<file path="src/hdl/fbpa_pkg.sv">
package fbpa_pkg;

  // Pool geometry
  localparam int NUM_BLOCKS = 256;
  localparam int IDX_W      = 8;
  localparam int BUMP_W     = $clog2(NUM_BLOCKS + 1);
  localparam int RANGE_W    = ((BUMP_W > IDX_W) ? BUMP_W : IDX_W) + 1;
  localparam int LINK_DEPTH = 1 << IDX_W;
  localparam int LINK_W     = IDX_W + 1;

  // Request queue between front and back
  localparam int QUEUE_DEPTH = 2;
  localparam int QPTR_W      = $clog2(QUEUE_DEPTH);
  localparam int QCNT_W      = $clog2(QUEUE_DEPTH + 1);

  // Request opcodes on the input channel
  localparam logic OP_ALLOC = 1'b0;
  localparam logic OP_FREE  = 1'b1;

  // Result status codes
  localparam logic STATUS_DONE   = 1'b0;
  localparam logic STATUS_FAILED = 1'b1;

  // Request class as decided by the front
  typedef enum logic [1:0] {
    REQ_ALLOC,
    REQ_FREE,
    REQ_IGNORE
  } req_kind_t;

  typedef struct packed {
    req_kind_t        kind;
    logic [IDX_W-1:0] index;
  } req_t;

  // Queue head as seen by the back
  typedef struct packed {
    logic valid;
    req_t req;
  } queue_head_t;

endpackage

</file>
<file path="src/hdl/fbpa_front.sv">
module fbpa_front (
  input  logic                      clk,
  input  logic                      rst,
  input  logic                      in_valid,
  output logic                      in_stall,
  input  logic                      op,
  input  logic [fbpa_pkg::IDX_W-1:0] free_index,
  output fbpa_pkg::queue_head_t     head,
  input  logic                      pop
);
  import fbpa_pkg::*;

  req_t              entries [QUEUE_DEPTH];
  logic [QPTR_W-1:0] wr_ptr;
  logic [QPTR_W-1:0] rd_ptr;
  logic [QCNT_W-1:0] count;
  logic              push;
  logic              do_pop;
  req_t              req_in;

  // Classify the incoming item
  always_comb begin
    req_in.index = free_index;
    if (op == OP_ALLOC) begin
      req_in.kind = REQ_ALLOC;
    end else if (RANGE_W'(free_index) < RANGE_W'(NUM_BLOCKS)) begin
      req_in.kind = REQ_FREE;
    end else begin
      req_in.kind = REQ_IGNORE;
    end
  end

  assign in_stall = (count == QCNT_W'(QUEUE_DEPTH));
  assign push     = in_valid && !in_stall;
  assign do_pop   = pop && (count != '0);

  assign head.valid = (count != '0);
  assign head.req   = entries[rd_ptr];

  // Queue storage
  always_ff @(posedge clk) begin
    if (push) begin
      entries[wr_ptr] <= req_in;
    end
  end

  // Queue pointers and fill
  always_ff @(posedge clk) begin
    if (rst) begin
      wr_ptr <= '0;
      rd_ptr <= '0;
      count  <= '0;
    end else begin
      if (push) begin
        wr_ptr <= (wr_ptr == QPTR_W'(QUEUE_DEPTH - 1)) ? '0 : wr_ptr + 1'b1;
      end
      if (do_pop) begin
        rd_ptr <= (rd_ptr == QPTR_W'(QUEUE_DEPTH - 1)) ? '0 : rd_ptr + 1'b1;
      end
      if (push && !do_pop) begin
        count <= count + 1'b1;
      end else if (do_pop && !push) begin
        count <= count - 1'b1;
      end
    end
  end

endmodule

</file>
<file path="src/hdl/fbpa_back.sv">
module fbpa_back (
  input  logic                       clk,
  input  logic                       rst,
  input  fbpa_pkg::queue_head_t      head,
  output logic                       pop,
  output logic                       out_valid,
  input  logic                       out_stall,
  output logic [fbpa_pkg::IDX_W-1:0] block_index,
  output logic                       status
);
  import fbpa_pkg::*;

  typedef enum logic {
    ST_RUN,
    ST_LINK
  } state_t;

  state_t            state;
  logic [BUMP_W-1:0] bump_remaining;
  logic [BUMP_W-1:0] bump_dec;
  logic [IDX_W-1:0]  list_head;
  logic              list_nonempty;

  logic [LINK_W-1:0] link_mem [LINK_DEPTH];
  logic [LINK_W-1:0] link_rdata;

  logic slot_free;
  logic issue;
  logic is_alloc;
  logic bump_empty;
  logic do_push;
  logic do_list_pop;

  // Issue decision
  assign slot_free   = !out_valid || !out_stall;
  assign issue       = (state == ST_RUN) && head.valid && slot_free;
  assign pop         = issue;
  assign is_alloc    = (head.req.kind == REQ_ALLOC);
  assign bump_empty  = (bump_remaining == '0);
  assign bump_dec    = bump_remaining - BUMP_W'(1);
  assign do_push     = issue && (head.req.kind == REQ_FREE);
  assign do_list_pop = issue && is_alloc && bump_empty && list_nonempty;

  // Link store: push writes the old head, pop reads the successor
  always_ff @(posedge clk) begin
    if (do_push) begin
      link_mem[head.req.index] <= {list_nonempty, list_head};
    end
    if (do_list_pop) begin
      link_rdata <= link_mem[list_head];
    end
  end

  // Allocator state, sequencer and result register
  always_ff @(posedge clk) begin
    if (rst) begin
      state          <= ST_RUN;
      bump_remaining <= BUMP_W'(NUM_BLOCKS);
      list_head      <= '0;
      list_nonempty  <= 1'b0;
      out_valid      <= 1'b0;
    end else begin
      if (out_valid && !out_stall) begin
        out_valid <= 1'b0;
      end
      unique case (state)
        ST_RUN: begin
          if (issue) begin
            out_valid <= 1'b1;
            unique case (head.req.kind)
              REQ_FREE: begin
                list_head     <= head.req.index;
                list_nonempty <= 1'b1;
                block_index   <= head.req.index;
                status        <= STATUS_DONE;
              end
              REQ_IGNORE: begin
                block_index <= head.req.index;
                status      <= STATUS_DONE;
              end
              REQ_ALLOC: begin
                if (!bump_empty) begin
                  bump_remaining <= bump_dec;
                  block_index    <= bump_dec[IDX_W-1:0];
                  status         <= STATUS_DONE;
                end else if (list_nonempty) begin
                  block_index <= list_head;
                  status      <= STATUS_DONE;
                  state       <= ST_LINK;
                end else begin
                  block_index <= '0;
                  status      <= STATUS_FAILED;
                end
              end
              default: begin
                block_index <= head.req.index;
                status      <= STATUS_DONE;
              end
            endcase
          end
        end
        ST_LINK: begin
          // successor arrives from the link store in the cycle after the pop
          list_head     <= link_rdata[IDX_W-1:0];
          list_nonempty <= link_rdata[IDX_W];
          state         <= ST_RUN;
        end
        default: state <= ST_RUN;
      endcase
    end
  end

endmodule

</file>
<file path="src/hdl/fixed_block_pool_allocator.sv">
// Fixed-size block pool allocator.
// Input channel (in_valid/in_stall): op = 0 allocates a block, op = 1 returns
// free_index to the pool. Every item gives exactly one result on the output
// channel (out_valid/out_stall): block_index and status (1 = pool exhausted,
// block_index 0). A free echoes free_index with status 0.
// Allocation carves from a counter that runs down from the top of the pool,
// then pops a LIFO free list linked through a 256-entry link RAM.
// An accepted item is written into the front queue, then issues into the
// back result register.
// Throughput: one item per cycle while out_stall is low; an allocation served
// from the free list holds the back in ST_LINK while the successor
// is read from the link RAM (registered read port).
// A 2-entry queue parts the front from the back; in_stall rises only when it
// is full. When out_stall is high while out_valid is set, the result register
// holds, the back stops issuing and the queue fills, after which in_stall rises.
// Reset: all blocks uncarved, free list empty, queue and output empty. The
// link RAM needs no clearing, since only pushed entries are ever read.
module fixed_block_pool_allocator (
  input  logic                       clk,
  input  logic                       rst,
  input  logic                       in_valid,
  output logic                       in_stall,
  input  logic                       op,
  input  logic [fbpa_pkg::IDX_W-1:0] free_index,
  output logic                       out_valid,
  input  logic                       out_stall,
  output logic [fbpa_pkg::IDX_W-1:0] block_index,
  output logic                       status
);
  import fbpa_pkg::*;

  queue_head_t head;
  logic        pop;

  fbpa_front u_front (
    .clk        (clk),
    .rst        (rst),
    .in_valid   (in_valid),
    .in_stall   (in_stall),
    .op         (op),
    .free_index (free_index),
    .head       (head),
    .pop        (pop)
  );

  fbpa_back u_back (
    .clk         (clk),
    .rst         (rst),
    .head        (head),
    .pop         (pop),
    .out_valid   (out_valid),
    .out_stall   (out_stall),
    .block_index (block_index),
    .status      (status)
  );

endmodule

</file>
<file path="config.mk">
export PLATFORM = sky130hd
export DESIGN_NAME = fixed_block_pool_allocator
export DESIGN_NICKNAME = d
export VERILOG_FILES = /design/src/hdl/fbpa_pkg.sv /design/src/hdl/fbpa_front.sv /design/src/hdl/fbpa_back.sv /design/src/hdl/fixed_block_pool_allocator.sv
export SDC_FILE = /design/constraint.sdc
export NUM_CORES = 2
export LEC_CHECK = 0
export ABC_AREA = 1
export BUFFER_PORTS_ARGS = -buffer_cell sky130_fd_sc_hd__buf_2
export CAP_MARGIN = 25
export CELL_PAD_IN_SITES_DETAIL_PLACEMENT = 2
export CELL_PAD_IN_SITES_GLOBAL_PLACEMENT = 2
export CORE_MARGIN = 2
export CORE_UTILIZATION = 40
export DETAILED_ROUTE_END_ITERATION = 8
export PLACE_DENSITY_LB_ADDON = 0.1
export SLEW_MARGIN = 20
export SYNTH_ARGS = -nofsm -noshare
export SYNTH_HDL_FRONTEND = slang
export SYNTH_HIERARCHICAL = 1
export SYNTH_SLANG_ARGS = --single-unit
</file>
<file path="constraint.sdc">
create_clock -name clk -period 6 [get_ports clk]
set_clock_uncertainty 0.1 [all_clocks]
set_input_delay 0.9 -clock clk [delete_from_list [all_inputs] [get_ports clk]]
set_output_delay 0.9 -clock clk [all_outputs]
set_load 0.02 [all_outputs]
</file>
# Word level (Yosys, flattened, before mapping)
# Memories as Yosys holds them, arrays and structs flattened. A register that Yosys moved wholly into a read port is not among the register bits.
# Index checks and enable logic that the tools add are counted.
[totals]
inputBits = 13
output_inout_bits = 11
mem_bits_rw = 2322
latchBits = 0
register_bits = 33
rom_bits = 0
mem_count = 2
[op_classes]
div_mod_pow = 0
bitwise = 3
n_addsub = 5
eq_ne = 4
muxes = 29
reduce_logical = 25
magnitude_cmp = 0
mul = 0
shift = 0
[mem_list]
columns = ["memory", "depth", "width", "read_ports", "rd_ports_with_merged_regs", "wr", "line", "rtl"]
rows = [
  ["u_back.link_mem", 256, 9, 1, 1, 1, "fbpa_back.sv:24", "logic [LINK_W-1:0] link_mem [LINK_DEPTH];"],
  ["u_front.entries", 2, 9, 1, 1, 1, "fbpa_front.sv:13", "req_t entries [QUEUE_DEPTH];"],
]
[ops]
columns = ["cell", "count"]
rows = [
  ["two-way mux 8 bit", 5],
  ["two-way mux 1 bit", 19],
  ["case mux 8 bit (2 select lines)", 1],
  ["logical AND 1 bit", 11],
  ["logical NOT 9 bit", 1],
  ["subtractor 9 x 1 -> 9 bit (second input constant)", 1],
  ["logical NOT 1 bit", 5],
  ["two-way mux 2 bit", 2],
  ["case mux 1 bit (2 select lines)", 2],
  ["AND reduction 2 bit", 2],
  ["AND reduction 4 bit", 1],
  ["nonzero test 2 bit", 2],
  ["inverter 1 bit", 3],
  ["AND reduction 3 bit", 1],
  ["adder 1 bit (second input constant)", 2],
  ["adder 2 x 1 -> 2 bit (second input constant)", 1],
  ["== test 2 x 1 -> 1 bit (second input constant)", 1],
  ["== test 2 bit (second input constant)", 1],
  ["logical NOT 2 bit", 1],
  ["!= test 2 x 1 -> 1 bit (second input constant)", 1],
  ["!= test 2 bit (second input constant)", 1],
  ["subtractor 2 x 1 -> 2 bit (second input constant)", 1],
  ["logical OR 1 bit", 1],
]

# Logic depth before layout (Yosys ltp)
[logic_depth]
ltp_word = 7
depth_mapped = 14
mapped_depth_nobuf = 12

# By module
# The synthesis kept the hierarchy.
[by_module_without_submodules]
columns = ["mod", "area_per_inst_um2", "cells_each", "n_inst", "seq_area_each_um2"]
rows = [
  ["fbpa_back", 94544.4, 7947, 1, 70127.3],
  ["fbpa_front", 907.1, 67, 1, 640.6],
]

# Worst setup path before layout
# Ideal clock, no wire load.
[synth_path]
path_type = "reg-to-reg"
from = "reg u_back.list_head[6]"
to = "reg u_back.link_rdata[7] (read register of u_back.link_mem) (data pin)"
synth_period_minus_slack_ns = 5.521
arrival_ns = 5.164
path_stages_with_launch = 7
setup_slack_ns = 0.479
setup_ns = 0.258
t_required_ns = 5.642
path_cell_list = "dfxtp_1 -> clkinv_1 -> clkbuf_1 -> nand3_1 -> nand2_1 -> nand2_1 -> nand2_1"
[synth_lines]
columns = ["item", "line", "rtl"]
rows = [
  ["start, declared", "fbpa_back.sv:21", "logic [IDX_W-1:0] list_head;"],
  ["start signal, assigned", "fbpa_back.sv:72", "list_head <= head.req.index;"],
  ["start signal, assigned", "fbpa_back.sv:104", "list_head <= link_rdata[IDX_W-1:0];"],
  ["end, declared", "fbpa_back.sv:25", "logic [LINK_W-1:0] link_rdata;"],
]

==> flow_results.org <==
** Run status
- Outcome :: completed

** Worst setup path
- The slowest stage of the critical path belongs to the cell nor2_1.
- The worst setup path is captured at a flop.
- Critical path arrival :: ~4.6 ns
- The kind of cell with the highest combined delay along the critical path is simple AND/OR/NAND/NOR gates.
- STA classifies the critical path startpoint as a flop.
- Type of the setup path with the least slack :: flop to flop
- Number of buffers and inverters on the critical path :: 2
- Worst reg-to-reg path cell count :: 8
- Maximum fanout along the worst path :: 10
- At the worst endpoint, the required time is 6.39 ns.
- Walking the worst path, the cells encountered are mux2_2, inv_1, nor2_1, nand2_2, nor3_2, nand2_2, buf_4, nor2_1.
- WP depth :: 8
- On the worst path, the slowest cell contributes a delay of between 0.7 and 0.8 ns.

** Clock network
- For the worst-skew pair, the clock arrives at the later sink with an insertion delay of between 0.9 and 1 ns.
- Buffer depth of the longest clock path :: 4
- Post-CTS Setup Inserts :: 0
- TritonCTS built the clock tree.
- Clock net sink count :: roughly 2400
- Buffers inserted during clock tree synthesis total 281.
- Root Buffer :: clkbuf_16
- Hold buffer count at cts :: 0
- # resized after CTS :: 0
- The H-tree generated during clock tree synthesis spans 5 levels.
- Clock-pin slew was measured on the worst setup and hold paths at 0.06 ns.

** Die
- Initial cell density of the core :: 0.402
- The die is between 400 and 500 um tall.
- The die covers 243000 um2.
- During I/O placement, the number of pins put on the boundary was 24.
- The floorplan step set the die width to just under 500 um.
- Row generation in the floorplan step produced around 180 rows.
- Std-Cell Core Area :: 238000 um2

** Detailed routing
- After detailed routing, the number of remaining DRC violations is 0.
- After detailed routing, no signal wire sits above met5.
- The detailed router placed 63800 vias in this run.
- Sum of routed wire length over all layers :: 317 mm
- After the first detailed-routing iteration, the DRC count stood at about 5100.
- Detailed routing placed a total of 154 mm of wire on met2.
- After detailed routing, the average wire length per cell comes to roughly 28 um.
- The detail route stage leaves a number of antenna-violating nets equal to 0.
- Summed over all nets, wire length on met3 after detailed routing comes to 13.5 mm.
- Via count normalized by instance count :: around 5.7
- Met1 routed wirelength after detailed routing :: about 140 mm
- The first detailed-routing pass took 6 iterations.

** STA
- Clock period minus final worst setup slack :: about 4.2 ns
- In the finished design, the share of the clock period the worst path needs comes to 0.700.
- For the pin with the worst max-slew slack, the measured transition is approximately 1.0 ns.
- Setup TNS :: 0 ns
- After layout, the worst setup slack is 1.80 ns.
- The number of hold-slack violations in the final timing report was 0.
- Headroom to the max-slew limit came out at 0.301.
- Endpoints failing setup :: 0
- Max Fclk :: 238 MHz
- Number of max-slew violations in the final report :: 0
- Setup repair after global routing left no endpoint under its margin.

** Logic synthesis
- The mapped netlist covers 95500 um2.
- Cells after Synth :: 8014
- The synthesized design contains 2340 enable-type register cells.
- Sorting the synthesized cells by area gives the leading types as edfxtp_1 (74%), nand3_1 (12%), nand2_1 (9.5%).
- In the synthesized netlist the async set-or-reset flop fraction comes to 0.
- The Yosys step of the flow raised 6 warnings.
- Net count after synthesis :: 8029
- #FFs+latches synth :: 2365
- Synth top area share :: 0.736
- Library cells used by synthesis :: 32
- The most used flip-flop cell after synthesis is edfxtp_1.
- Register area share after synthesis :: 0.741
- The biggest area contributor in the post-synthesis netlist is edfxtp_1.
- Post-Synthesis Mean Instance Area :: between 10 and 15 um2

** Cells and area
- Total number of nets in the final design :: 7954
- The finished cells cover 107000 um2.
- Leaving out filler cells and counting taps, the final layout contains 11300.
- Fill cells in the final layout number 23500.
- In the final layout, the share of cells above drive strength 1 is 0.0722.
- The area growth from synthesis to layout is 12.3%.

** Power and ir drop
- Across the VDD grid, the largest voltage drop is 0.000276 V.
- Power per cell area :: 414 nW/um2
- Summing internal, switching and leakage power gives 44.3 mW.
- For this design the static power due to leakage is ~37 nW.

** GRT
- Number of global-route vias before repair :: 68000
- The initial antenna violation count was 8.
- Summed over all layers, the global routing overflow is 0.
- Pin count of the biggest net entering global routing :: approximately 160
- The first global-routing pass estimated roughly 470 mm of wire.
- Overall Global Routing Usage :: 0.258

** Hold path
- The worst hold path begins at free_index[6].
- In this run the worst hold path is classified as primary input to flop.
- Along the worst hold path, the cell count comes to 1.

** Place
- Once placement finished, the instance area stood at 98900 um2.
- Pre-CTS WS :: 1.56 ns
- Once placement completed, the tool counted placed cells totaling 10800.
- Routability-driven placement congestion ratio :: 0.806
- Half-perimeter wire length of the detailed placement result :: about 180 mm
- Input and output buffers added on the ports amount to 23.

** Job
- The tool flagged a number of max-cap violations equal to 0.
[cells in the final DEF (no fill, tap or decap), drive strengths merged, types with 2 or more instances in the layout]
master / count
mux2: 9
clkinv: 92
nand2: 2414
nor2: 293
diode: 2
nand4: 2
a211oi: 5
xor2: 2
inv: 49
a22oi: 3
o221ai: 3
a31oi: 3
nand3: 2273
bufinv: 6
buf: 183
o21ai: 20
nor3: 6
ha: 2
a21oi: 23
dfxtp: 25
clkbuf: 359
edfxtp: 2340
xnor2: 2
[synthesized netlist by cell type (9+ instances only)]
library cell	n
buf_2	225
buf_1	67
nand3_1	2273
mux2_2	9
a21oi_1	23
inv_2	10
dfxtp_1	25
edfxtp_1	2340
clkbuf_1	231
o21ai_0	19
buf_4	17
nand2_1	2411
nor2_1	290
inv_1	32
[metrics by stage]
| stage | util | hold WS, ns |
|---|---|---|
| after floorplan | - | 0.365 |
| after global placement | 0.416 | 0.380 |
| after detailed placement | 0.416 | 0.391 |
| after CTS | 0.450 | 0.0373 |
| after global routing | 0.451 | 0.0550 |
| final | 0.451 | 0.0995 |
[layer usage]
| layer | track usage | vias to the layer above |
|---|---|---|
| met2 | 0.430 | 1423 |
| met1 | 0.351 | 33500 |
| met5 | 0 | - |
| met4 | 0.0870 | 2 |
| li1 | - | 28400 |
| met3 | 0.0326 | 497 |
[worst paths after layout]
check / to / slack, ns
max: u_back/link_mem[203][1] / 1.80
min: u_front/entries[0][6] / 0.1
max reg2reg: u_back/link_mem[203][1] / 1.80
min reg2reg: u_back/bump_remaining[8] / 0.41
[kinds of logic (layout without fill, tap and decap cells)]
| logic type | after synthesis | count (layout) | share of synthesized area |
|---|---|---|---|
| compound gates | 58 | 58 | 0.00346 |
| xor+xnor | 4 | 4 | 0.000367 |
| fa+ha+maj | 2 | 2 | 0.000262 |
| buf+inv | 586 | 690 | 0.0267 |
| flops | 2365 | 2365 | 0.741 |
| mux | 9 | 9 | 0.00106 |
| other cells | 1 | 3 | 0.0000393 |
| simple gates | 4989 | 4989 | 0.227 |
[sequential cells by signal, summed over array words and instances (netlist names), named ones only]
signal	count
u_front/wr_ptr	1
u_back/link_rdata	9
u_back/link_mem	2304
u_back/list_head	8
u_front/count	2
u_back/state	1
u_back/bump_remaining	9
u_front/entries	18
u_back/status	1
u_front/rd_ptr	1
u_back/out_valid	1
u_back/list_nonempty	1
u_back/block_index	8
[area by class of cell]
type	count	area, um2	share of cell area
Inverter	45	198	0.00184
Clock inverter	103	621	0.00579
Clock buffer	359	7460	0.0696
Timing Repair Buffer	183	1880	0.0176
Tap cell	3167	3960	0.0370
Sequential cell	2365	70800	0.661
Antenna cell	2	5.00	0.0000467
Multi-Input combinational cell	5063	22200	0.207
[power breakdown]
| part | internal, mW | switching, mW | total [mW] |
|---|---|---|---|
| logic | 2.10 | 7.26 | 9.36 |
| registers | 19.2 | 0.278 | 19.4 |
| clock network | 8.96 | 6.58 | 15.5 |
| total | 30.2 | 14.1 | 44.3 |
No activity file was read; power rests on OpenSTA's default activity.
